## config.mk

```make
export PLATFORM = sky130hd
export DESIGN_NAME = rmd_front
export DESIGN_NICKNAME = d
export VERILOG_FILES = /design/src/rmd_pkg.sv /design/src/rmd_front.sv
export SDC_FILE = /design/constraint.sdc
export NUM_CORES = 2
export LEC_CHECK = 0
export BUFFER_PORTS_ARGS = -buffer_cell sky130_fd_sc_hd__buf_2
export CORE_UTILIZATION = 40
export DETAILED_ROUTE_END_ITERATION = 12
export MAX_ROUTING_LAYER = met4
export PLACE_DENSITY = 0.68
export SLEW_MARGIN = 20
export SYNTH_ARGS = -nofsm -noshare
export SYNTH_HDL_FRONTEND = slang
export SYNTH_SLANG_ARGS = --single-unit
```

## constraint.sdc

```tcl
create_clock -name clock -period 20.4 [get_ports clock]
set_input_delay 1.02 -clock clock [delete_from_list [all_inputs] [get_ports clock]]
set_output_delay 1.02 -clock clock [all_outputs]
set_load 0.02 [all_outputs]
```

## src/rmd_pkg.sv

```systemverilog
// ----------------------------------------------------------------------------
// rmd_pkg: shared types and constants
// Result modes, error codes, limits and the divider stage word.
// ----------------------------------------------------------------------------
package rmd_pkg;

   localparam int DivBits = 63;

   typedef enum logic [1:0] {
      MODE_U8  = 2'd0,
      MODE_S16 = 2'd1,
      MODE_S32 = 2'd2,
      MODE_S64 = 2'd3
   } mode_type;

   typedef enum logic [1:0] {
      ERR_NONE  = 2'd0,
      ERR_DZERO = 2'd1,
      ERR_RANGE = 2'd2
   } err_type;

   localparam logic [62:0] LimitU8  = 63'h0FF;
   localparam logic [62:0] LimitS16 = 63'h7FFF;
   localparam logic [62:0] LimitS32 = 63'h7FFF_FFFF;

   // word carried down the divider; nq holds remaining dividend bits on top
   // and finished quotient bits below
   typedef struct packed {
      logic [1:0]         mode;
      logic               neg;
      logic               dzero;
      logic [31:0]        den;
      logic [31:0]        rem;
      logic [DivBits-1:0] nq;
   } div_type;

endpackage

```

## src/rmd_front.sv

```systemverilog
// ----------------------------------------------------------------------------
// rmd_front: magnitude, multiply and rounding stages
// Three registered stages producing the rounded dividend for the divider.
// ----------------------------------------------------------------------------
module rmd_front (
   input  logic              clock,
   input  logic              reset,
   input  logic              en,
   input  logic              in_valid,
   input  logic [31:0]       factor_a,
   input  logic [31:0]       factor_b,
   input  logic [31:0]       divisor,
   input  logic [1:0]        result_mode,
   output logic              out_valid,
   output rmd_pkg::div_type  out_word
);

   logic        va_ff, vb_ff, vc_ff;
   logic [31:0] ma_ff, mb_ff, md_ff, md2_ff;
   logic [1:0]  mode_a_ff, mode_b_ff;
   logic [63:0] prod_ff;
   rmd_pkg::div_type word_ff, word_in;

   // sign of the factor product and sign of the divisor, carried per stage
   logic        neg_a_ff, nd_a_ff;
   logic        prodneg_ff, dneg_ff;

   logic [31:0] ma_in, mb_in, md_in;
   logic        neg_in;

   always_comb begin
      ma_in = factor_a[31] ? (~factor_a + 32'd1) : factor_a;
      mb_in = factor_b[31] ? (~factor_b + 32'd1) : factor_b;
      md_in = divisor[31] ? (~divisor + 32'd1) : divisor;
      neg_in = factor_a[31] ^ factor_b[31];
   end

   always_comb begin
      word_in.mode  = mode_b_ff;
      word_in.neg   = ((prod_ff != 64'd0) && prodneg_ff) ^ dneg_ff;
      word_in.dzero = (md2_ff == 32'd0);
      word_in.den   = md2_ff;
      word_in.rem   = 32'd0;
      word_in.nq    = prod_ff[62:0] + {32'd0, md2_ff[31:1]};
   end

   always_ff @(posedge clock) begin
      if (reset) begin
         va_ff <= 1'b0;
         vb_ff <= 1'b0;
         vc_ff <= 1'b0;
      end else if (en) begin
         va_ff <= in_valid;
         vb_ff <= va_ff;
         vc_ff <= vb_ff;
      end
   end

   always_ff @(posedge clock) begin
      if (en) begin
         ma_ff      <= ma_in;
         mb_ff      <= mb_in;
         md_ff      <= md_in;
         mode_a_ff  <= result_mode;
         neg_a_ff   <= neg_in;
         nd_a_ff    <= divisor[31];
         prod_ff    <= {32'd0, ma_ff} * {32'd0, mb_ff};
         md2_ff     <= md_ff;
         mode_b_ff  <= mode_a_ff;
         prodneg_ff <= neg_a_ff;
         dneg_ff    <= nd_a_ff;
         word_ff    <= word_in;
      end
   end

   always_comb begin
      out_word     = word_ff;
      out_valid    = vc_ff;
   end

endmodule

```

======== Word level (Yosys, flattened, before mapping) ========
Cells that the tools add are included.
operators by class
  bitwise logic cells ..................... 5
  multipliers ............................. 1
  $add $sub $neg .......................... 4
  $lt $le $gt $ge ......................... 0
  reduce and logical (&&, ||, !) cells .... 3
  div/mod/pow operators ................... 0
  shift-type cells ........................ 0
  equal/unequal tests ..................... 0
  mux-type cells .......................... 3
operators with widths
  cell                                                             count
  32-bit by 1-bit adder with 32-bit output, second input constant  3
  32-bit inverter                                                  3
  31-bit 2-to-1 mux                                                3
  32-bit by 32-bit multiplier with 64-bit output                   1
  64-bit nonzero test                                              1
  63-bit by 31-bit adder with 63-bit output                        1
  32-bit logical NOT                                               1
  1-bit XOR                                                        2
  1-bit logical AND                                                1
storage, ports and cells
  memory bits (writable) .................. 0
  output and inout bits ................... 132
  ROM bits ................................ 0
  register bits after elaboration ......... 302
  input bits .............................. 102
  bits in latches ......................... 0
  memories ................................ 0
  word-level logic and storage cells ...... 38

======== Longest topological paths before layout ========
  depth after elaboration ................. 3
  mapped depth ............................ 27
  mapped depth without buffers ............ 25

======== Worst setup path before layout ========
OpenSTA, ideal clock, no wires.
  kind .................................... reg2reg
  from .................................... register mb_ff[8]
  to ...................................... register prod_ff[57] (data pin)
  slack ................................... 13.179 ns
  path buffers ............................ 2
  stages on the path, launching flop included .. 26
  setup time .............................. 0.263 ns
  arrival time ............................ 6.958 ns
  path through ............................ edfxtp_1 > clkbuf_1 > and2_1 > fa_1 > fa_1 > inv_1 > fa_1 > fa_1 > inv_1 > fa_1 > fa_1 > fa_1 > inv_1 > fa_1 > inv_1 > ha_1 > clkbuf_1 > nand4_1 > nor4_1 > nand2_1 > o22a_1 > o31ai_1 > o221ai_1 > o21ai_0 > a31oi_1 > xnor2_1
on the way
  word-level cells in the longest chain between the ends .. 1
ends and longest elaborated chain
  item                                            line             RTL
  start: declaration                              rmd_front.sv:19  logic [31:0] ma_ff, mb_ff, md_ff, md2_ff;
  start signal: assignment                        rmd_front.sv:62  mb_ff <= mb_in;
  32-bit by 32-bit multiplier with 64-bit output  rmd_front.sv:67  prod_ff <= {32'd0, ma_ff} * {32'd0, mb_ff};
  end signal: assignment                          rmd_front.sv:67
  end: declaration                                rmd_front.sv:21  logic [63:0] prod_ff;
No other way between the ends.
A chain may end at the register's enable or synchronous reset.

======== Worst setup path after layout ========
  from .................................... register ma_ff[24]
  to ...................................... register prod_ff[57] (data pin)
on the way
  word-level cells in the longest chain between the ends .. 1
ends and longest elaborated chain
  item                                            line             RTL
  start: declaration                              rmd_front.sv:19
  start signal: assignment                        rmd_front.sv:61  ma_ff <= ma_in;
  32-bit by 32-bit multiplier with 64-bit output  rmd_front.sv:67
No other way between the ends.

==> run metrics <==
Total Negative Setup Slacks 0 ns; Total Routed Length 125000 microns; distinct cell type count after synthesis 65; final net count 6080; fraction of registers with async set or reset after synthesis 0; aggregate global routing overflow 0; count of cells along the worst register-to-register path 23; Post-Route Skew 0.0411 ns; CP Capture Type flop; arrival time worst endpoint 9.21 ns; Post-synth top flop sky130_fd_sc_hd__edfxtp_1; number of sinks driven by the clock tree 302; post-cts gate resize count 0; final number of setup-violating endpoints 0; via density per instance 5.24; 1st-pass router iterations 5; final period demand of the worst path 8.90 ns; dominant combinational cell family by area after synthesis adder cells; data required time at the worst endpoint 20.71 ns; Synth warnings 0; compound-gate portion of the synthesized area 0.0527; endpoints failing hold 0; # H-tree levels 2; number of global-route vias before repair 35700; setup fix buffers added after clock tree synthesis 0; Antenna Violating Nets Remaining 0; period utilization 0.436; clock-pin transition on the worst setup and hold timing paths 0.06 ns; count of vias placed by the detailed router 33200; flip-flop and latch count after synthesis 302; Buffers on Ports 201; Max Fanout on Critical Path 23; number of antenna violations at the first check in global routing 2; mean routed wirelength per cell 19.7 microns; cells after synthesis 4715; source-to-sink clock delay at the later pin of the worst-skew pair 0.60 ns; pin count of the biggest net entering global routing 90; Worst Hold Depth 0; multiplexer share of the synthesized area 0.00106; Die Area 119000 sq um; fmax 112 MHz; Synth Area in XOR/XNOR 0.0392; area growth from synthesis to layout 7.85%; Final Slew Violations 0; worst slew margin relative to its limit 0.294; die boundary width 345 microns; cell chosen for the clock root sky130_fd_sc_hd__clkbuf_16; number of cell rows 125; part of the Yosys area used for sequential elements 0.192; syn_area_per_cell 10.0 sq um; startpoint kind of the worst setup timing path flop; number of maximum-capacitance constraint violations 0; number of buffers on the longest clock path 3; path category of the worst min-delay check flop to flop; RSZ-0062 raised after global routing false; outcome finished clean; fraction of layout cells with a size suffix above 1 0.0723; gpl congestion 0.922; starting density of the core 0.405; number of synthesized flops with an enable pin 299; TritonCTS buffer count 37; CTS tree yes; global-route wire length before repair 198000 microns; transition at the pin with the smallest max-transition slack 1.06 ns; ports placed on the boundary 234; Residual DRC 0; synthesized-area fraction occupied by adder cells 0.459; First DRT Iteration DRCs 2077; Post-DP HPWL 96100 microns; Hold-fix buffers, CTS 0; simple-gate share of the synthesized area 0.162; Setup Crit Path Kind flop to flop; Die H 345 microns; core region area 117000 sq um; netlist area before placement 47200 sq um; global-route total usage across every layer 0.219
kinds of logic after synthesis:
group | count (synthesis)
compound gates | 387
xor+xnor | 211
fa+ha+maj | 1194
buf+inv | 1148
flops | 302
mux | 5
other cells | 1
simple gates | 1467
layout make-up:
| class | count | area (sq um) |
|---|---|---|
| Clock inverter | 25 | 290 |
| Antenna cell | 1 | 2.50 |
| Fill cell | 11000 | 65600 |
| Multi-Input combinational cell | 3296 | 33800 |
| Inverter | 877 | 3290 |
| Tap cell | 1524 | 1910 |
| Sequential cell | 302 | 9040 |
| Timing Repair Buffer | 270 | 1600 |
| Clock buffer | 40 | 937 |
worst max-delay path, stage by stage, from the launching register on:
cell and delay, ns:
sky130_fd_sc_hd__edfxtp_1 0.61, sky130_fd_sc_hd__buf_4 0.42, sky130_fd_sc_hd__and2_1 0.20, sky130_fd_sc_hd__fa_1 0.44, sky130_fd_sc_hd__fa_1 0.55, sky130_fd_sc_hd__inv_1 0.06, sky130_fd_sc_hd__fa_1 0.50, sky130_fd_sc_hd__fa_1 0.51
sky130_fd_sc_hd__inv_1 0.05, sky130_fd_sc_hd__fa_1 0.55, sky130_fd_sc_hd__fa_1 0.44, sky130_fd_sc_hd__fa_1 0.54, sky130_fd_sc_hd__inv_1 0.07, sky130_fd_sc_hd__fa_1 0.48, sky130_fd_sc_hd__inv_1 0.04, sky130_fd_sc_hd__ha_1 0.43
sky130_fd_sc_hd__nand4_1 0.19, sky130_fd_sc_hd__nor4_1 0.57, sky130_fd_sc_hd__nand2_1 0.15, sky130_fd_sc_hd__o31ai_1 0.70, sky130_fd_sc_hd__o221ai_1 0.38, sky130_fd_sc_hd__o21ai_0 0.43, sky130_fd_sc_hd__a31oi_1 0.16, sky130_fd_sc_hd__xnor2_1 0.14
cell usage in the layout (no fill, tap or decap), types with 8 or more instances in the layout:
| cell | count |
|---|---|
| sky130_fd_sc_hd__o21ai_0 | 80 |
| sky130_fd_sc_hd__nand2b_1 | 15 |
| sky130_fd_sc_hd__nor3_1 | 28 |
| sky130_fd_sc_hd__a31oi_1 | 12 |
| sky130_fd_sc_hd__buf_4 | 63 |
| sky130_fd_sc_hd__nand2_1 | 548 |
| sky130_fd_sc_hd__nand3_1 | 34 |
| sky130_fd_sc_hd__fa_1 | 897 |
| sky130_fd_sc_hd__nor2_1 | 82 |
| sky130_fd_sc_hd__o41ai_1 | 14 |
| sky130_fd_sc_hd__or2_2 | 8 |
| sky130_fd_sc_hd__conb_1 | 32 |
| sky130_fd_sc_hd__or3_1 | 9 |
| sky130_fd_sc_hd__o31ai_1 | 15 |
| sky130_fd_sc_hd__xnor2_1 | 131 |
| sky130_fd_sc_hd__o21bai_1 | 27 |
| sky130_fd_sc_hd__and2_1 | 609 |
| sky130_fd_sc_hd__nor4b_1 | 8 |
| sky130_fd_sc_hd__a21oi_1 | 110 |
| sky130_fd_sc_hd__ha_1 | 297 |
| sky130_fd_sc_hd__a21boi_0 | 8 |
| sky130_fd_sc_hd__nand4_1 | 34 |
| sky130_fd_sc_hd__clkbuf_16 | 37 |
| sky130_fd_sc_hd__and3_1 | 16 |
| sky130_fd_sc_hd__inv_6 | 8 |
| sky130_fd_sc_hd__nor4_1 | 43 |
| sky130_fd_sc_hd__o21a_1 | 19 |
| sky130_fd_sc_hd__edfxtp_1 | 299 |
| sky130_fd_sc_hd__a21o_1 | 52 |
| sky130_fd_sc_hd__xor2_1 | 80 |
| sky130_fd_sc_hd__inv_1 | 877 |
| sky130_fd_sc_hd__buf_2 | 200 |
| sky130_fd_sc_hd__a211oi_1 | 8 |
path summary, 6_finish.rpt:
check / slack, ns / start / to
setup / recovery: 11.50 / ma_ff[24]$_DFFE_PP_ / prod_ff[57]$_DFFE_PP_
hold / removal: 0.41 / neg_a_ff$_DFFE_PP_ / prodneg_ff$_DFFE_PP_
setup reg to reg: 11.50 / ma_ff[24]$_DFFE_PP_ / prod_ff[57]$_DFFE_PP_
hold reg to reg: 0.41 / neg_a_ff$_DFFE_PP_ / prodneg_ff$_DFFE_PP_
routing by layer:
metal  vias to the layer above  part of all wire  global-route usage
met1                     17200              0.37               0.248
met3                       315             0.050              0.0253
met4                         0             0.055               0.107
met5                         -                 0                   -
li1                      14600                 -                   -
met2                      1032              0.52               0.383
per-stage QoR:
stage / setup slack (ns) / utilization / hold slack [ns] / area [sq um] / std cells
floorplan: 13.18 / - / 0.400 / 47300 / 4746
global placement: 11.53 / 0.425 / 0.402 / 49500 / 6263
detailed placement: 11.57 / 0.426 / 0.405 / 49600 / 6267
CTS: 11.50 / 0.436 / 0.408 / 50800 / 6332
global route: 11.24 / 0.437 / 0.409 / 50900 / 6334
finish: 11.50 / 0.437 / 0.413 / 50900 / 6335
registers in the layout, indices dropped and copies added, names as in the netlist, 2 cells and up:
signal / count
mode_b_ff: 2
mode_a_ff: 2
md2_ff: 32
ma_ff: 32
md_ff: 32
out_word: 99
mb_ff: 32
prod_ff: 64
synthesized netlist by cell type, types with 43 or more instances:
master	count	share of area
sky130_fd_sc_hd__fa_1	897	0.38
sky130_fd_sc_hd__inv_1	877	0.070
sky130_fd_sc_hd__and2_1	609	0.081
sky130_fd_sc_hd__nand2_1	548	0.044
sky130_fd_sc_hd__edfxtp_1	299	0.19
sky130_fd_sc_hd__ha_1	297	0.079
sky130_fd_sc_hd__clkbuf_1	236	0.019
sky130_fd_sc_hd__xnor2_1	131	0.024
sky130_fd_sc_hd__a21oi_1	110	0.012
sky130_fd_sc_hd__nor2_1	82	0.0065
sky130_fd_sc_hd__o21ai_0	80	0.0085
sky130_fd_sc_hd__xor2_1	80	0.015
sky130_fd_sc_hd__a21o_1	52	0.0083
sky130_fd_sc_hd__nor4_1	43	0.0057
Power is not shown: default switching activity piles up to over one toggle a cycle in this logic, so the estimate is an artifact.
