**src/rmd_pkg.sv**
```systemverilog
// ----------------------------------------------------------------------------
// rmd_pkg: shared types and constants
// Result modes, error codes, limits and the divider stage word.
// ----------------------------------------------------------------------------
package rmd_pkg;

   localparam int DivBits = 63;

   typedef enum logic [1:0] {
      MODE_U8  = 2'd0,
      MODE_S16 = 2'd1,
      MODE_S32 = 2'd2,
      MODE_S64 = 2'd3
   } mode_type;

   typedef enum logic [1:0] {
      ERR_NONE  = 2'd0,
      ERR_DZERO = 2'd1,
      ERR_RANGE = 2'd2
   } err_type;

   localparam logic [62:0] LimitU8  = 63'h0FF;
   localparam logic [62:0] LimitS16 = 63'h7FFF;
   localparam logic [62:0] LimitS32 = 63'h7FFF_FFFF;

   // word carried down the divider; nq holds remaining dividend bits on top
   // and finished quotient bits below
   typedef struct packed {
      logic [1:0]         mode;
      logic               neg;
      logic               dzero;
      logic [31:0]        den;
      logic [31:0]        rem;
      logic [DivBits-1:0] nq;
   } div_type;

endpackage

```
**src/rmd_div_step.sv**
```systemverilog
// ----------------------------------------------------------------------------
// rmd_div_step: one restoring division step
// Shift in one dividend bit, trial subtract, retire one quotient bit.
// ----------------------------------------------------------------------------
module rmd_div_step (
   input  logic              clock,
   input  logic              reset,
   input  logic              en,
   input  logic              in_valid,
   input  rmd_pkg::div_type  in_word,
   output logic              out_valid,
   output rmd_pkg::div_type  out_word
);

   logic             valid_ff;
   rmd_pkg::div_type word_ff, word_in;
   logic [32:0]      cand, diff;

   always_comb begin
      cand    = {in_word.rem, in_word.nq[rmd_pkg::DivBits-1]};
      diff    = cand - {1'b0, in_word.den};
      word_in = in_word;
      if (!diff[32]) begin
         word_in.rem = diff[31:0];
      end else begin
         word_in.rem = cand[31:0];
      end
      word_in.nq = {in_word.nq[rmd_pkg::DivBits-2:0], ~diff[32]};
   end

   always_ff @(posedge clock) begin
      if (reset) begin
         valid_ff <= 1'b0;
      end else if (en) begin
         valid_ff <= in_valid;
      end
   end

   always_ff @(posedge clock) begin
      if (en) begin
         word_ff <= word_in;
      end
   end

   assign out_valid = valid_ff;
   assign out_word  = word_ff;

endmodule

```
**config.mk**
```make
export PLATFORM = sky130hd
export DESIGN_NAME = rmd_div_step
export DESIGN_NICKNAME = d
export VERILOG_FILES = /design/src/rmd_pkg.sv /design/src/rmd_div_step.sv
export SDC_FILE = /design/constraint.sdc
export NUM_CORES = 1
export LEC_CHECK = 0
export BUFFER_PORTS_ARGS = -buffer_cell sky130_fd_sc_hd__buf_2
export CORE_MARGIN = 2
export CORE_UTILIZATION = 49
export DETAILED_ROUTE_END_ITERATION = 6
export MAX_ROUTING_LAYER = met4
export PLACE_DENSITY_LB_ADDON = 0.15
export SLEW_MARGIN = 20
export SYNTH_ARGS = -nofsm -noshare
export SYNTH_HDL_FRONTEND = slang
export SYNTH_SLANG_ARGS = --single-unit
```
**constraint.sdc**
```tcl
create_clock -name clock -period 4.3 [get_ports clock]
set_input_delay 0.86 -clock clock [delete_from_list [all_inputs] [get_ports clock]]
set_output_delay 0.86 -clock clock [all_outputs]
set_load 0.005 [all_outputs]
```
# ---- Word-level counts from Yosys, hierarchy flattened
# Cells that the tools add are included.
dict set report op_classes {
  n_addsub 1
  multipliers 0
  n_div 0
  magnitude_cmp 0
  eq_ne 0
  shift 0
  mux 1
  bitwise 1
  n_reduce_logical 0
}
# op n
set op_table {}
lappend op_table {{33-bit by 32-bit subtractor with 33-bit output} 1}
lappend op_table {{32-bit two-way mux} 1}
lappend op_table {{1-bit inverter} 1}
dict set report word_totals {
  regBits 132
  latch_bits 0
  ram_bits 0
  mem_bits_ro 0
  out_inout_bits 132
  word_cells 10
  n_memories 0
}

# ---- Longest topological paths before layout
# Gate-level depths: netlist (run 1).
dict set report logic_depth {
  ltp_word 2
  ltp_mapped 12
}

# ---- Worst setup path before layout (run 1)
# Ideal clock, no wire load.
dict set report synth_timing {
  kind {input-to-reg}
  from {in in_word[62] (netlist bit)}
  to {reg word_ff, in the netlist out_word[67], data pin}
  arrival_ns 3.134
  required_time_ns 4.040
  path_slack_ns 0.906
  cell_stages 12
  path_buffers 1
  path_cell_list {inv_1 -> ha_1 -> fa_1 -> nand2b_1 -> a21oi_1 -> o211ai_1 -> a21oi_1 -> o31a_2 -> mux2i_1 -> nor2_2 -> buf_6 -> mux2_4}
}
# element line_no
set synth_lines {}
lappend synth_lines {{from (decl)} rmd_div_step.sv:10} ;# input rmd_pkg::div_type in_word,
lappend synth_lines {{to (signal assigned)} rmd_div_step.sv:41} ;# word_ff <= word_in;
lappend synth_lines {{to (decl)} rmd_div_step.sv:16} ;# rmd_pkg::div_type word_ff, word_in;

==> summary.txt, run 1 <==
Status
  – Outcome: completed

Floorplanning
  – Die Ht: 118.8 um
  – Core area: 0.01272 mm2
  – # IOs: 267
  – Die width: 118.8 um
  – Row cnt: 41
  – Die area: 0.01412 mm2
  – Initial core utilization: 0.5079

Yosys
  – Synthesis Warnings: 0
  – Post-synth net total: 646
  – Mean Syn Cell Area: 13.52 um2
  – Sequential fraction of the synthesis area: 0.6119
  – Top area cells in the synthesized netlist: edfxtp_1, ha_1, mux2_4
  – Mapped cell area: 0.006461 mm2
  – Post-synth top area cell: edfxtp_1
  – Flops & latches, synth: 132
  – Synth top area share: 0.6088
  – Post-synth EDFFs: 131
  – Cell count after synthesis: 478
  – Synth unique cells: 50
  – Ys async rst share: 0
  – Top_reg_cell synth: edfxtp_1

Worst hold path
  – Min-delay worst type: register to register

Critical path
  – Nature of the critical path endpoint: register
  – Worst stage delay on the critical path: 390 ps
  – Worst reg2reg path depth: 2
  – CP Launch Point: in_word[62]
  – Worst R2R End: out_valid
  – Largest delay share family, worst path: compound AO/OA/AOI/OAI gates
  – Worst Setup EP: out_word[66]
  – CP cell instances: buf_2 > inv_1 > ha_1 > fa_1 > nand2b_1 > a21oi_1 > o211ai_1 > a21oi_1 > o31a_2 > mux2i_1 > nor2_4 > buf_4 > mux2_2
  – Reg-to-reg setup timing slack: 3660 ps
  – CP Data Required Time: 4460 ps
  – Launch point of the worst reg-to-reg path: out_valid
  – Slowest-stage cell, CP: fa_1
  – Worst Path Buf+Inv: 3
  – Setup CP Type: primary input to register
  – Startpoint types: primary input
  – Worst path depth: 13
  – CP Max Fanout: 8
  – Data arrival, critical path: 3550 ps
  – CP dominant cell by count: a21oi_1

Power
  – Switch share: 0.2525
  – Clock power share: 0.383
  – Combinational share of power: 0.186
  – Total net switching power: 0.9360 mW
  – Cell Pwr Density: 432.3 mW/mm2
  – Cell Int Power: 2.771 mW
  – Peak VDD IR: 260.4 uV
  – Leakage: 3.931 nW
  – Flop pwr share: 0.431

Global routing
  – First-pass GRT wire length: 24590 um
  – Grt ovf: 0
  – Initial antenna violation count: 1
  – Vias in the first global route: 4776
  – Total track usage: 0.2326
  – Largest net degree at the start of global routing: 83

Drt
  – Vias per cell: 5.155
  – Initial DRC Count: 314
  – Vias: 4861
  – First-pass detailed-route iteration total: 4
  – Antenna Nets Post-Route: 0
  – Total wire length: 16180 um
  – DRC viols: 0
  – WL per Instance: 17.16 um

Run
  – Max_cap viols: 0

Clock tree
  – Post-CTS Hold Buffers: 0
  – CTS buffer count: 17
  – Setup Fix Bufs, Post-CTS: 0
  – Clk sinks: 132
  – Reg clk slew, reported paths: 60 ps
  – Clock tree buffer depth: 2
  – Clk Latency, worst-skew pair: 410 ps
  – Root buffer cell: clkbuf_16
  – CTS tree: done
  – H-tree depth: 4
  – Post-CTS Resized: 0

Timing
  – Slew Viols, Final: 0
  – Final hold violation count: 0
  – Clk_skew: 0 ps
  – Final worst path period need: 3382 ps
  – # setup viols final: 0
  – Sum Neg Setup Slack: 0 ps
  – Part of the cycle the worst path needs: 0.7866
  – Worst slew pin tran: 756.6 ps
  – Slew margin rel.: 0.4956
  – FMAX: 295.6 MHz
  – RSZ-0062 raised after global routing: no

Placement
  – Routability cong.: 0.8642
  – Post-DP Area: 0.007988 mm2
  – DPL Wire Length: 12440 um
  – Port-buffer cells: 266

Layout
  – Layout area overhead: 32.71%
  – Layout Nets: 924
  – Final Util: 0.6740
  – Proportion of layout cells with a drive suffix above 1: 0.4356
  – FF/Latch Area: 0.003954 mm2
  – Multi-input logic area: 0.002296 mm2
  – Fillers: 1001
  – Finished Cell Area: 0.008574 mm2
[power groups by stage]
stage | Combinational, mW | Sequential (mW) | Clock, mW
3_3_place_gp | 0.676 | 1.62 | 0
5_1_grt | 0.752 | 1.61 | 1.50
6_report | 0.690 | 1.60 | 1.42
3_5_place_dp | 0.689 | 1.62 | 0
2_1_floorplan | 0.371 | 1.65 | 0
4_1_cts | 0.693 | 1.60 | 1.44
[sequential cells by signal, indices dropped and copies added, names as in the netlist]
register   count
out_valid      1
out_word     131
[logic make-up after synthesis]
group,count (synthesis),share of synthesized area
flip-flops,132,0.6119
AO/OA/AOI/OAI,107,0.1059
AND/OR/NAND/NOR,100,0.07979
buffers and inverters,49,0.03350
multiplexers,34,0.07262
adder cells (fa/ha/maj),33,0.06507
XOR/XNOR,23,0.03118
[placed cells by master, fill, tap and decap left out, types with 3 or more instances in the layout]
cell type  count
buf_2        265
edfxtp_1     131
inv_1         38
a21oi_1       38
ha_1          32
nand2_1       27
mux2_4        25
nor2_1        19
a21o_1        18
o21ai_0       17
clkbuf_16     17
xnor2_1       13
nand3_1       10
xor2_1        10
nand2b_1       8
o211ai_1       6
nand4_1        6
mux2i_1        6
o21bai_1       5
nor2b_1        5
o21a_1         5
and3_1         4
nor3_1         4
and2_1         3
a211oi_1       3
and4_1         3
a21bo_2        3
mux2_2         3
inv_6          3
clkinv_4       3
buf_4          3
[cells in the mapped netlist (2+ instances only)]
library cell  number
a211oi_1           3
a21bo_2            3
a21o_1            18
a21oi_1           38
and2_1             3
and3_1             4
and4_1             3
buf_6              4
clkbuf_1           5
edfxtp_1         131
ha_1              32
inv_1             38
mux2_2             3
mux2_4            25
mux2i_1            6
nand2_1           27
nand2b_1           8
nand3_1           10
nand3b_1           2
nand4_1            6
nor2_1            19
nor2b_1            5
nor3_1             4
nor4_1             2
nor4b_1            2
o211ai_1           6
o21a_1             5
o21ai_0           17
o21bai_1           5
o31ai_1            2
or3_1              2
xnor2_1           13
xor2_1            10
[worst min path at each step]
stage          depth (start not counted)         to  slack [ps]      start
5_1_grt                                2  out_valid         570  out_valid
3_5_place_dp                           2  out_valid         480  out_valid
2_1_floorplan                          2  out_valid         480  out_valid
3_3_place_gp                           2  out_valid         480  out_valid
6_report                               2  out_valid         540  out_valid
4_1_cts                                2  out_valid         540  out_valid
[final cells by class]
cell class,count,share of cell area
Sequential cell,132,0.4611
Multi-Input combinational cell,297,0.2678
Timing Repair Buffer,270,0.1610
Clock buffer,18,0.05005
Tap cell,172,0.02510
Clock inverter,14,0.01780
Inverter,38,0.01664
Antenna cell,2,0.0005837
[layer usage]
layer,up-vias,global-route usage,routed length (um)
met5,-,-,0
met4,0,0.09747,309
met1,2290,0.2689,6683
met3,21,0.05891,1012
li1,2362,-,-
met2,188,0.3872,8174
[tightest hold or removal path: stages, from the launching register on]
cell and delay (ps):
dfxtp_1 340, mux2i_1 90, nor2_1 80
[metrics by stage]
step           total power, mW  hold slack [ps]  setup slack [ps]  cells
3_3_place_gp             2.298            479.0             576.0    909
3_5_place_dp             2.314            481.7             480.4    909
6_report                 3.707            540.8             917.5    943
2_1_floorplan            2.017            485.0             905.9    478
4_1_cts                  3.734            544.2             913.4    941
5_1_grt                  3.861            567.8             697.0    942
Note: power is estimated with default switching activity, not from simulation.
==> run 2, diff against run 1 <==
clock period = 3.36 ns   (was 4.3 ns; I/O delays follow)
==> run 2 against run 1 <==
Wire length grew 1.5%. Cell count grew 2.1%. Critical path depth stayed put. Die area unchanged. Clock skew is the same. Clock power increased by 27%. Count of clock-buffer cells in the layout stayed put. Largest power group unchanged. Highest routed layer unchanged.
==> summary.txt, run 2 (same netlist as run 1, synthesis figures left out) <==
Critical path
  – Reg-to-reg setup timing slack: 2650 ps
  – Worst stage delay on the critical path: 410 ps
  – Largest delay share family, worst path: compound AO/OA/AOI/OAI gates
  – Slowest-stage cell, CP: fa_1
  – Data arrival, critical path: 3290 ps
  – CP Max Fanout: 5
  – CP cell instances: buf_2 > inv_1 > ha_1 > fa_1 > nand2b_1 > a21oi_1 > o211ai_1 > a21oi_1 > o31a_2 > mux2i_1 > nor2_4 > buf_4 > mux2_4
  – Worst Path Buf+Inv: 3
  – CP dominant cell by count: a21oi_1
  – CP Data Required Time: 3530 ps
  – Nature of the critical path endpoint: register
  – Setup CP Type: primary input to register
  – Startpoint types: primary input

Placement
  – Port-buffer cells: 266
  – Pre-CTS setup slack: -184.4 ps
  – Post-DP Area: 0.008170 mm2
  – DPL Wire Length: 12760 um
  – Routability cong.: 0.9035

Timing
  – Slew Viols, Final: 0
  – Final worst path period need: 3127 ps
  – # setup viols final: 0
  – Part of the cycle the worst path needs: 0.9308
  – Clk_skew: 0 ps
  – Slew margin rel.: 0.6138
  – WHS: 428.8 ps
  – Worst slew pin tran: 579.3 ps
  – Post-route setup slack: 232.5 ps
  – RSZ-0062 raised after global routing: no
  – Final hold violation count: 0
  – FMAX: 319.7 MHz

Global routing
  – Vias in the first global route: 4988
  – First-pass GRT wire length: 25660 um
  – Largest net degree at the start of global routing: 62
  – Total track usage: 0.2424
  – Grt ovf: 0
  – Initial antenna violation count: 1

Status
  – Outcome: completed

Power
  – Leakage: 4.046 nW
  – Flop pwr share: 0.429
  – Combinational share of power: 0.195
  – Total net switching power: 1.192 mW
  – Peak VDD IR: 256.2 uV
  – Switch share: 0.2498
  – Cell Int Power: 3.579 mW
  – Clock power share: 0.376
  – Tot Pwr: 4.771 mW
  – Cell Pwr Density: 545.0 mW/mm2

Layout
  – Commonest non-fill, non-tap cells in the layout: buf_2, edfxtp_1, inv_1, a21oi_1, ha_1
  – Max reg flops: 131
  – Fillers: 985
  – Layout area overhead: 35.50%
  – Layout Nets: 945
  – Multi-input logic area: 0.002296 mm2
  – Final Util: 0.6881
  – Finished Cell Area: 0.008755 mm2
  – FF/Latch Area: 0.003954 mm2
  – Most common cell after layout, fill and taps aside: buf_2
  – Proportion of layout cells with a drive suffix above 1: 0.4519

Floorplanning
  – Die width: 118.8 um
  – Die Ht: 118.8 um
  – Die area: 0.01412 mm2
  – Row cnt: 41
  – Core area: 0.01272 mm2
  – Initial core utilization: 0.5079
  – # IOs: 267

Drt
  – Vias per cell: 5.188
  – Initial DRC Count: 339
  – WL per Instance: 17.05 um
  – Total wire length: 16420 um
  – First-pass detailed-route iteration total: 4
  – DRC viols: 0
  – Antenna Nets Post-Route: 0
  – Vias: 4996

Clock tree
  – Setup Fix Bufs, Post-CTS: 0
  – Clk sinks: 132
  – Post-CTS Resized: 0
  – Post-CTS Hold Buffers: 0
  – Root buffer cell: clkbuf_16
  – Clk Latency, worst-skew pair: 420 ps
  – H-tree depth: 4
  – CTS tree: done
  – CTS buffer count: 17
  – Clock tree buffer depth: 2
  – Reg clk slew, reported paths: 60 ps

Run
  – Max_cap viols: 0

Worst hold path
  – Min-delay worst type: primary input to register
[run 2: metal layers]
layer,global-route usage,up-vias,routed length (um)
met5,-,-,0
met3,0.05508,42,1062
met1,0.2816,2334,6598
met4,0.1235,0,622
li1,-,2396,-
met2,0.3962,224,8134
[run 2: through the flow]
step,setup TNS [ps],instances
final,0,963
after global routing,0,963
after CTS,0,962
after detailed placement,-4693,930
after global placement,-2554,930
after floorplan,0,478
[run 2: power groups by stage]
stage                     clock (mW)  sequential [mW]  combinational (mW)
after floorplan                    0             2.11               0.475
after global placement             0             2.08               0.907
after detailed placement           0             2.08               0.928
after CTS                       1.83             2.05               0.934
after global routing            1.90             2.06                1.02
final                           1.80             2.05               0.929
[run 2: final timing paths]
path / to / cells past startpoint / startpoint
setup / recovery: out_word[89] / 13 / in_word[62]
hold / removal: out_word[27] / 1 / in_word[26]
setup reg to reg: out_valid / 2 / out_valid
hold reg to reg: out_valid / 2 / out_valid
[run 2: worst register-to-register path, cell delays in order (launching register included)]
cell and delay, ps:
dfxtp_1 330, mux2i_1 180, nor2_1 90
[run 2: layout make-up]
type / instances / share of cell area
sequential: 132 / 0.4516
multi-input combinational: 297 / 0.2623
timing repair buffer: 291 / 0.1785
clock buffer: 18 / 0.04902
tap: 172 / 0.02458
clock inverter: 14 / 0.01744
inverter: 38 / 0.01629
antenna: 1 / 0.0002858
