<file path="src/rmd_pkg.sv">
// ----------------------------------------------------------------------------
// rmd_pkg: shared types and constants
// Result modes, error codes, limits and the divider stage word.
// ----------------------------------------------------------------------------
package rmd_pkg;

   localparam int DivBits = 63;

   typedef enum logic [1:0] {
      MODE_U8  = 2'd0,
      MODE_S16 = 2'd1,
      MODE_S32 = 2'd2,
      MODE_S64 = 2'd3
   } mode_type;

   typedef enum logic [1:0] {
      ERR_NONE  = 2'd0,
      ERR_DZERO = 2'd1,
      ERR_RANGE = 2'd2
   } err_type;

   localparam logic [62:0] LimitU8  = 63'h0FF;
   localparam logic [62:0] LimitS16 = 63'h7FFF;
   localparam logic [62:0] LimitS32 = 63'h7FFF_FFFF;

   // word carried down the divider; nq holds remaining dividend bits on top
   // and finished quotient bits below
   typedef struct packed {
      logic [1:0]         mode;
      logic               neg;
      logic               dzero;
      logic [31:0]        den;
      logic [31:0]        rem;
      logic [DivBits-1:0] nq;
   } div_type;

endpackage

</file>
<file path="src/rmd_back.sv">
// ----------------------------------------------------------------------------
// rmd_back: mode clamp and sign
// Clamp or flag the quotient magnitude per mode and apply the sign.
// ----------------------------------------------------------------------------
module rmd_back (
   input  rmd_pkg::div_type  in_word,
   output logic [63:0]       quotient,
   output logic [1:0]        error_code
);

   logic [62:0] mag;
   logic        neg;
   logic [63:0] q;

   always_comb begin
      mag        = in_word.nq;
      neg        = in_word.neg;
      error_code = rmd_pkg::ERR_NONE;
      case (rmd_pkg::mode_type'(in_word.mode))
         rmd_pkg::MODE_U8: begin
            neg = 1'b0;
            if (mag > rmd_pkg::LimitU8) begin
               mag        = rmd_pkg::LimitU8;
               error_code = rmd_pkg::ERR_RANGE;
            end
         end
         rmd_pkg::MODE_S16: begin
            if (mag > rmd_pkg::LimitS16) begin
               mag        = rmd_pkg::LimitS16;
               error_code = rmd_pkg::ERR_RANGE;
            end
         end
         rmd_pkg::MODE_S32: begin
            if (mag > rmd_pkg::LimitS32) begin
               error_code = rmd_pkg::ERR_RANGE;
            end
         end
         default: ;
      endcase
      q = {1'b0, mag};
      if (neg) begin
         q = 64'd0 - q;
      end
      quotient = q;
      if (in_word.dzero) begin
         quotient   = 64'd0;
         error_code = rmd_pkg::ERR_DZERO;
      end
   end

endmodule

</file>
<file path="config.mk">
export PLATFORM = sky130hd
export DESIGN_NAME = rmd_back
export DESIGN_NICKNAME = d
export VERILOG_FILES = /design/src/rmd_pkg.sv /design/src/rmd_back.sv
export SDC_FILE = /design/constraint.sdc
export NUM_CORES = 1
export LEC_CHECK = 0
export BUFFER_PORTS_ARGS = -buffer_cell sky130_fd_sc_hd__buf_2
export CORE_MARGIN = 8
export CORE_UTILIZATION = 48
export DETAILED_ROUTE_END_ITERATION = 10
export PLACE_DENSITY = 0.9
export SLEW_MARGIN = 20
export SYNTH_ARGS = -nofsm -noshare
export SYNTH_HDL_FRONTEND = slang
export SYNTH_SLANG_ARGS = --single-unit
</file>
<file path="constraint.sdc">
create_clock -name vclk -period 10.3
set_clock_uncertainty 0.1 [all_clocks]
set_input_delay 0.515 -clock vclk [all_inputs]
set_output_delay 0.515 -clock vclk [all_outputs]
set_load 0.005 [all_outputs]
</file>
* After elaboration in Yosys (flattened, before gate mapping) *
Cells that the tools add are included.

storage, ports and cells
  register bits after elaboration = 0
  output and inout bits = 66
  input bits = 131

cells by class
  magnitude comparators = 3
  reductions and logical operators = 1
  add/sub/neg operators = 1
  muxes and demuxes = 11
  equal/unequal tests = 2

operators by type and width
  kind                   number
  $mux 64                2
  $mux 63                2
  $pmux 63 s2            1
  $sub 1x63->64 const A  1
  $gt 63x15->1 const B   1
  $gt 63x31->1 const B   1
  $gt 63x8->1 const B    1
  $mux 2                 4
  $pmux 2 s3             1
  $eq 2x1->1 const B     1
  $eq 2x2->1 const B     1
  $logic_not 2->1        1
  $mux 1                 1

* Depth between registers and ports, before layout *
Gate-level depths: netlist of the first run.

  depth in word-level cells = 6
  mapped depth = 20
  mapped depth without buffers = 15

* Least setup slack after synthesis of the first run *
Ideal clock, no wire load.

  path type = input port to output port
  start point = input port in_word[44] (netlist bit)
  end point = output port quotient[58]
  path slack = 4.695 ns
  arrival time = 4.990 ns
  buffers on the path = 3
  stages = 18
  cells stage by stage = or4_1 -> nor2_1 -> and4_1 -> a21o_1 -> clkbuf_1 -> nand2_1 -> clkbuf_1 -> clkbuf_1 -> nor2_1 -> ha_1 -> or3b_1 -> or3_1 -> or3_1 -> nand2b_1 -> or4_1 -> nor4_1 -> mux2i_1 -> a21oi_1

between the ends
  word-level cells in the longest chain between the ends = 6
  elaborated cells between the ends (all ways) = 8
  classes of those cells = add/sub (1); order compare (2); mux (5)

RTL lines
  what                                                RTL line                        source
  start, declared                                     rmd_back.sv:6                   input rmd_pkg::div_type in_word,
  $gt 63x15->1 / $gt 63x8->1 (equally long branches)  rmd_back.sv:28, rmd_back.sv:22
  $mux 63 (on tied branches)                          rmd_back.sv:28, rmd_back.sv:22
  $pmux 63 s2 (*)                                     rmd_back.sv:19                  case (rmd_pkg::mode_type'(in_word.mode))
  $sub 1x63->64                                       rmd_back.sv:42                  q = 64'd0 - q;
  $mux 64 (*)                                         rmd_back.sv:41                  if (neg) begin
  $mux 64 (*)                                         rmd_back.sv:45                  if (in_word.dzero) begin
  end, declared                                       rmd_back.sv:7                   output logic [63:0] quotient,

Every way passes the cells marked *; elsewhere a longest branch is shown, timed or not.

* Final worst setup path of the first run *
  start point = input port in_word[25] (netlist bit)
  end point = output port quotient[58]

Same word-level chain as after synthesis.

==> results.json, run 1 <==
{
  "hold_violations": 0,
  "startpoint": "in_word[25]",
  "use_met3_pct": 4.40,
  "final-setup-viol-count": 0,
  "dieHeight_um": 94.2,
  "fmax_ghz": 0.143,
  "crit_buf_inv": 2,
  "yosysUniqueCellTypes": 62,
  "cts-hold-fix-buffers": 0,
  "core_area_mm2": 0.00592,
  "crit_path_end": "quotient[58]",
  "initial_core_util_pct": 49.6,
  "hold_slack_ns": 1.27,
  "grt_pass1_vias": 4321,
  "crit_chain": "buf_2 > nor3_1 > nand3_1 > nor3_2 > a21o_1 > nand2_1 > nor2_1 > ha_1 > or3b_1 > or3_1 > or3_1 > nand2b_1 > or4_1 > nor4_1 > mux2i_1 > a21oi_1 > buf_2",
  "post-cts-setup-buffers": 0,
  "vias_per_cell": 6.94,
  "finalPower_mw": 0.148,
  "syn-num-nets": 642,
  "fin_area_mm2": 0.00362,
  "cts.repair.resized": 0,
  "drtIter0Drc": 601,
  "p_leak_nw": 1.41,
  "placed_area_mm2": 0.00362,
  "gr-total-overflow": 0,
  "dieArea_mm2": 0.00887,
  "power_per_cell_area_mw_per_mm2": 40.9,
  "grt_usage_pct": 29.2,
  "design.seq.count": 0,
  "grt_max_degree": 68,
  "cp_max_fo": 22,
  "syn2layout_area_growth_pct": 23.5,
  "diodes": 0,
  "drv_cap": 0,
  "routabilityCongestion": 0.998,
  "relSlewSlack_pct": 36.2,
  "syn_avg_cell_area_um2": 5.75,
  "top_usage_layer": "met2",
  "status": "completed",
  "worst-path-stages": 17,
  "crit_type": "in -> out",
  "cp.arrival_ns": 6.39,
  "antenna_found_initial": 0,
  "drv_slew": 0,
  "port_buffers": 133,
  "peakVddDrop_uv": 36.5,
  "period_minus_slack_ns": 7.00,
  "layout.cells.non_filler": 687,
  "seq_area_um2": 0,
  "ys_warn_count": 0,
  "postRouteWirelength_um": 13600,
  "drc": 0,
  "rsz0062_at_grt": "no",
  "top_level_ports": 197,
  "dp.cells": 687,
  "hpwl_um": 10500,
  "drive_gt1_share_pct": 26.0,
  "wire_per_inst_um": 19.8,
  "syn_area_mm2": 0.00293,
  "die_x_um": 94.2,
  "worst_pin_slew_ns": 0.954,
  "std_cell_rows": 28,
  "postRouteAntennaNets": 0,
  "cpLargestDelayFamily": "simple AND/OR/NAND/NOR gates",
  "dr.pass1.iters": 5,
  "met1_usage_pct": 38.1,
  "nets": 746,
  "setup_tns_ns": 0,
  "crit_slowest_cell": "nand2_1",
  "via_count": 4765,
  "finalCritPeriodShare_pct": 68.0,
  "crit_path_end_kind": "output pin",
  "required_ns": 9.69,
  "syn_inst": 510,
  "holdCritPathClass": "in -> out",
  "clock_buffers": 0,
  "met2_usage_pct": 47.6,
  "start_kind": "input port",
  "critPathMaxStageDelay_ns": 0.62,
  "yosysSeqAreaShare_pct": 0,
  "grt_pass1_wl_um": 21700
}
[metal layers]
layer | vias up | routed length (um)
li1 | 2173 | -
met1 | 2202 | 5350
met2 | 351 | 6180
met3 | 39 | 1650
met4 | 0 | 409
met5 | - | 0
[layout make-up]
cell class / count / area (um^2)
Inverter: 2 / 7.51
Fill cell: 617 / 2300
Tap cell: 75 / 93.8
Timing Repair Buffer: 140 / 718
Multi-Input combinational cell: 470 / 2800
[worst min-delay path by stage]
stage	to	cells after the start	slack (ns)	start
2_1_floorplan	error_code[1]	1	1.0	in_word[129]
5_1_grt	quotient[42]	3	1.31	in_word[42]
3_5_place_dp	quotient[0]	4	1.27	in_word[0]
6_report	quotient[0]	4	1.27	in_word[0]
4_1_cts	quotient[0]	4	1.27	in_word[0]
3_3_place_gp	quotient[0]	4	1.25	in_word[0]
[synthesized netlist by cell type (3+ instances only)]
cell type,count,share of area [%]
nand4_1,11,2.3
a211oi_1,3,0.77
nor2b_1,5,1.1
nor3_1,36,6.1
o31ai_1,10,2.6
or3_1,18,3.8
nor2_1,71,9.1
nand2b_1,3,0.64
xnor2_1,12,3.6
and3_1,7,1.5
a31oi_1,27,5.8
nand2_1,55,7.0
o21ai_0,23,3.9
a21oi_1,25,4.3
o32ai_1,3,0.90
or4_1,11,2.8
nor4_1,21,4.5
or2_2,6,1.3
and2_1,9,1.9
o21a_1,4,1.0
o31a_1,5,1.5
a211o_1,12,3.6
xor2_1,10,3.0
nand3_1,29,4.9
nand3b_1,6,1.5
o211ai_1,6,1.5
clkbuf_1,35,4.5
[cells by family after synthesis]
logic type,Yosys count,share of synthesized area (%)
xor+xnor,22,6.57
simple gates,300,53.0
compound gates,144,33.7
fa+ha+maj,1,0.426
mux,3,1.07
buf+inv,40,5.29
[power breakdown]
part	switching (mW)	total, mW	internal, mW
clock	0	0	0
sequential	0	0	0
combinational	0.0907	0.148	0.0576
[cell usage in the layout (no fill, tap or decap), drive strengths merged, types with 9 or more instances in the layout]
cell   netlist  layout
buf          3     140
nor2        71      71
nand2       55      55
nor3        37      37
nand3       29      29
a31oi       27      27
a21oi       25      25
o21ai       25      25
nor4        21      21
or3         19      19
xnor2       12      12
a211o       12      12
or4         12      12
nand4       11      11
o31ai       11      11
xor2        10      10
and2         9       9
[per-stage QoR]
stage | setup WS (ns) | utilization (%)
5_1_grt | 2.88 | 61.2
3_3_place_gp | 3.60 | 61.1
3_5_place_dp | 3.52 | 61.1
4_1_cts | 3.51 | 61.1
6_report | 3.30 | 61.2
2_1_floorplan | 4.70 | -
Note: power is estimated with default switching activity, not from simulation.
==> run 2, diff against run 1 <==
--- a/config.mk
+++ b/config.mk
@@ -7,9 +7,9 @@
 export LEC_CHECK = 0
 export BUFFER_PORTS_ARGS = -buffer_cell sky130_fd_sc_hd__buf_2
 export CORE_MARGIN = 8
-export CORE_UTILIZATION = 48
+export CORE_UTILIZATION = 40
 export DETAILED_ROUTE_END_ITERATION = 10
-export PLACE_DENSITY = 0.9
+export PLACE_DENSITY = 0.8
 export SLEW_MARGIN = 20
 export SYNTH_ARGS = -nofsm -noshare
 export SYNTH_HDL_FRONTEND = slang
==> constraint.sdc (replaced) <==
create_clock -name vclk -period 6.2
set_clock_uncertainty 0.1 [all_clocks]
set_input_delay 0.31 -clock vclk [all_inputs]
set_output_delay 0.31 -clock vclk [all_outputs]
set_load 0.005 [all_outputs]
==> results.json, run 2 (synthesis gave the netlist of run 1 again) <==
{
  "status": "completed",
  "dieHeight_um": 102,
  "drv_slew": 0,
  "crit_slowest_cell": "nor4_1",
  "design.seq.count": 0,
  "antenna_found_initial": 0,
  "seq_area_um2": 0,
  "dr.pass1.iters": 5,
  "crit_buf_inv": 2,
  "drv_cap": 0,
  "via_count": 4673,
  "routabilityCongestion": 1.01,
  "post-cts-setup-buffers": 0,
  "p_leak_nw": 1.44,
  "drc": 0,
  "core_area_mm2": 0.00718,
  "fillers": 776,
  "start_kind": "input port",
  "critPathMaxStageDelay_ns": 0.54,
  "gr-total-overflow": 0,
  "worst_pin_slew_ns": 1.05,
  "dieArea_mm2": 0.0103,
  "postRouteAntennaNets": 0,
  "grt_pass1_vias": 4397,
  "postRouteWirelength_um": 14100,
  "required_ns": 5.79,
  "place_ws_ns": 0.849,
  "finalPower_mw": 0.250,
  "period_minus_slack_ns": 5.45,
  "layout_common_cells": "buf_2 (133), nor2_1 (70), nand2_1 (55), nor3_1 (36), nand3_1 (29)",
  "port_buffers": 133,
  "vias_per_cell": 6.53,
  "cpLargestDelayFamily": "simple AND/OR/NAND/NOR gates",
  "holdCritPathClass": "in -> out",
  "crit_chain": "buf_2 > nor4_1 > nand3_1 > nor3_2 > a21o_1 > nand2_1 > nor2_1 > ha_1 > or3b_1 > or3_1 > or3_1 > nand2b_1 > or4_1 > nor4_1 > mux2i_1 > a21oi_1 > buf_2",
  "finalCritPeriodShare_pct": 88.0,
  "power_per_cell_area_mw_per_mm2": 67.8,
  "peakVddDrop_uv": 45.1,
  "drtIter0Drc": 479,
  "fmax_ghz": 0.183,
  "relSlewSlack_pct": 30.0,
  "cts-hold-fix-buffers": 0,
  "cts.repair.resized": 0,
  "placed_area_mm2": 0.00369,
  "setup_tns_ns": 0,
  "top_level_ports": 197,
  "final_common_cell": "buf_2",
  "setup_ws_ns": 0.746,
  "hold_violations": 0,
  "initial_core_util_pct": 40.9,
  "rsz0062_at_grt": "no",
  "grt_usage_pct": 26.3,
  "hpwl_um": 11000,
  "crit_path_end_kind": "output pin",
  "cp.arrival_ns": 5.04,
  "grt_max_degree": 67,
  "grt_pass1_wl_um": 22500,
  "cp_max_fo": 5,
  "final-setup-viol-count": 0,
  "fin_area_mm2": 0.00369,
  "crit_type": "in -> out",
  "clock_buffers": 0,
  "die_x_um": 102,
  "wire_per_inst_um": 19.7,
  "diodes": 0,
  "syn2layout_area_growth_pct": 25.8,
  "std_cell_rows": 31,
  "drive_gt1_share_pct": 26.6,
  "nets": 751
}
-- run 2: cell types whose count changed in the layout (fill, tap and decap cells not counted) --
cell   previous run  this run
buf_4             7        12
-- run 2: final timing paths --
| kind | endpoint | cells past startpoint | slack (ns) | startpoint |
|---|---|---|---|---|
| max | quotient[58] | 17 | 0.75 | in_word[21] |
| min | quotient[0] | 4 | 0.85 | in_word[0] |
-- run 2: cell type report --
class                      count  area [um^2]  share of cell area, %
multi-input combinational    470         2800                   76.0
tap                           99          124                   3.36
inverter                       2         7.51                  0.203
timing repair buffer         145          756                   20.5
-- run 2: report_power, final --
group          switching [mW]  internal, mW  leakage (nW)
Combinational           0.153        0.0975          1.44
Sequential                  0             0             0
Clock                       0             0             0
Total                   0.153        0.0975          1.44
-- run 2: worst min-delay path, cell delays in order --
cell,delay [ns]
buf_2,0.09
nor2_1,0.05
nor2_1,0.07
buf_2,0.12
-- run 2: per-layer routing --
layer | part of all wire (%) | vias up | track usage, % | routed length, um
li1 | - | 2184 | - | -
met1 | 41 | 2166 | 33.8 | 5820
met2 | 46 | 293 | 43.7 | 6540
met3 | 10 | 30 | 4.54 | 1470
met4 | 2.0 | 0 | 6.99 | 279
met5 | 0 | - | 0 | 0
-- run 2: metrics by stage --
stage	utilization, %	cells	hold WS (ns)
floorplan	-	510	0.586
global placement	51.4	716	0.842
detailed placement	51.4	716	0.854
CTS	51.4	716	0.858
global route	51.4	716	0.879
finish	51.4	716	0.852
==> run 3, diff against run 2 <==
--- a/config.mk
+++ b/config.mk
@@ -5,11 +5,12 @@
 export SDC_FILE = /design/constraint.sdc
 export NUM_CORES = 1
 export LEC_CHECK = 0
+export ABC_AREA = 1
 export BUFFER_PORTS_ARGS = -buffer_cell sky130_fd_sc_hd__buf_2
 export CORE_MARGIN = 8
-export CORE_UTILIZATION = 40
+export CORE_UTILIZATION = 45
 export DETAILED_ROUTE_END_ITERATION = 10
-export PLACE_DENSITY = 0.8
+export PLACE_DENSITY = 0.82
 export SLEW_MARGIN = 20
 export SYNTH_ARGS = -nofsm -noshare
 export SYNTH_HDL_FRONTEND = slang
==> results.json, run 3 <==
{
  "syn-num-nets": 1014,
  "p_leak_nw": 2.79,
  "die_x_um": 110,
  "dr.pass1.iters": 5,
  "syn_inst": 882,
  "postRouteAntennaNets": 0,
  "post-cts-setup-buffers": 0,
  "vias_per_cell": 5.18,
  "std_cell_rows": 34,
  "drc": 0,
  "hold_violations": 0,
  "synth_top_family_by_area": "simple AND/OR/NAND/NOR gates",
  "grt_pass1_vias": 5082,
  "synth_xor_area_share_pct": 0.219,
  "peakVddDrop_uv": 36.0,
  "final-setup-viol-count": 0,
  "grt_usage_pct": 24.3,
  "p_sw_mw": 0.223,
  "hpwl_um": 13000,
  "seq_area_um2": 0,
  "synth_compound_area_share_pct": 11.5,
  "antenna_found_initial": 0,
  "yosysSeqAreaShare_pct": 0,
  "synth_area_leader_cell": "nand2_1",
  "worst_pin_slew_ns": 0.884,
  "cp_max_fo": 55,
  "top_level_ports": 197,
  "drive_gt1_share_pct": 20.3,
  "power_per_cell_area_mw_per_mm2": 71.6,
  "synth_top_area_share_pct": 26.1,
  "synthMuxAreaShare_pct": 0,
  "syn2layout_area_growth_pct": 17.1,
  "drtIter0Drc": 484,
  "drv_cap": 0,
  "initial_core_util_pct": 46.1,
  "grt_pass1_wl_um": 24200,
  "period_minus_slack_ns": 4.07,
  "nets": 1127,
  "place_ws_ns": 2.23,
  "status": "completed",
  "ys_warn_count": 0,
  "syn_area_mm2": 0.00400,
  "final_common_cell": "nand2_1",
  "postRouteWirelength_um": 15300,
  "clock_buffers": 0,
  "drv_slew": 0,
  "required_ns": 5.79,
  "internal-power_mw": 0.113,
  "finalCritPeriodShare_pct": 65.6,
  "fmax_ghz": 0.246,
  "synth.most_common_cell": "nand2_1",
  "routabilityCongestion": 0.979,
  "setup_tns_ns": 0,
  "synthSimpleGateAreaFrac_pct": 72.6,
  "netlist_top_cells_count": "nand2_1 (278), nor2_1 (227), inv_1 (124)",
  "pwr-share-comb_pct": 100.0,
  "dieArea_mm2": 0.0122,
  "hold_slack_ns": 0.866,
  "synth_area_leaders": "nand2_1 (26%), nor2_1 (21%), inv_1 (12%)",
  "port_buffers": 133,
  "wire_per_inst_um": 13.9,
  "design.seq.count": 0,
  "crit_type": "in -> out",
  "seq_power_share_pct": 0,
  "cts-hold-fix-buffers": 0,
  "dieHeight_um": 110,
  "start_kind": "input port",
  "multi_input_area_mm2": 0.00339,
  "cp.arrival_ns": 3.66,
  "relSlewSlack_pct": 41.0,
  "gr-total-overflow": 0,
  "setup_ws_ns": 2.13,
  "layout_common_cells": "nand2_1 (278), nor2_1 (227), buf_2 (133), inv_1 (124), nand3_1 (48)",
  "syn_avg_cell_area_um2": 4.54,
  "crit_path_end_kind": "output pin",
  "pwr-share-clk_pct": 0,
  "holdCritPathClass": "in -> out",
  "via_count": 5706,
  "synthAdderAreaFrac_pct": 0.313,
  "post-route-util_pct": 54.0,
  "core_area_mm2": 0.00868,
  "rsz0062_at_grt": "no",
  "cts.repair.resized": 0,
  "yosysUniqueCellTypes": 40,
  "grt_max_degree": 56,
  "fillers": 1008,
  "diodes": 0,
  "switching_share_pct": 66.4
}
## run 3: changes by cell type after synthesis, moves of 18 or more
cell,previous run,this run
nand2_1,55,278
clkbuf_1,35,11
inv_1,2,124
nor3_1,36,17
a31oi_1,27,2
or3_1,18,0
nor2_1,71,227
nand3_1,29,48
## run 3: cells by family (layout without fill, tap and decap cells)
logic type	after synthesis	in the layout
xor gates and xnor gates	1	1
AOI/OAI and AO/OA	80	80
adders and majority gates	1	1
buffers and inverters	152	263
and+or+nand+nor	648	648
## run 3: final cells by class
type / instances / area share [%]
well taps: 108 / 2.88
repair buffers: 136 / 14.7
inverters: 127 / 10.2
multi-input cells: 730 / 72.3
## run 3: metal layers
layer	wire, um	up-vias	part of all wire [%]	global-route usage, %
li1	-	2949	-	-
met4	238	0	1.6	4.00
met3	1320	14	8.6	2.73
met1	6910	2503	45	33.8
met5	0	-	0	0
met2	6820	240	45	39.7
## run 3: through the flow
stage               cell area, um^2  instances  total power, mW
finish                         4690       1101            0.335
global route                   4690       1101            0.375
CTS                            4690       1101            0.331
detailed placement             4690       1101            0.329
global placement               4690       1101            0.328
floorplan                      4000        882            0.216
## run 3: critical path, stage by stage
cell	delay [ns]
buf_2	0.66
nor2_1	0.27
nand2_4	0.37
nand2_1	0.14
nor2_1	0.16
ha_1	0.17
inv_1	0.06
nor2_1	0.18
nand4_4	0.17
nor2_4	0.19
nand3_4	0.13
o21ai_2	0.22
nand3_1	0.12
nand2_1	0.08
nand2_1	0.04
nor2_1	0.20
buf_2	0.16
## run 3: worst paths after layout
| kind | startpoint | endpoint | slack (ns) | cells past startpoint |
|---|---|---|---|---|
| hold / removal | in_word[0] | quotient[0] | 0.87 | 4 |
| setup / recovery | in_word[130] | quotient[40] | 2.13 | 17 |
## run 3: power groups by stage
stage | registers (mW) | clock network, mW | logic [mW]
6_report | 0 | 0 | 0.335
5_1_grt | 0 | 0 | 0.375
4_1_cts | 0 | 0 | 0.331
3_5_place_dp | 0 | 0 | 0.329
3_3_place_gp | 0 | 0 | 0.328
2_1_floorplan | 0 | 0 | 0.216
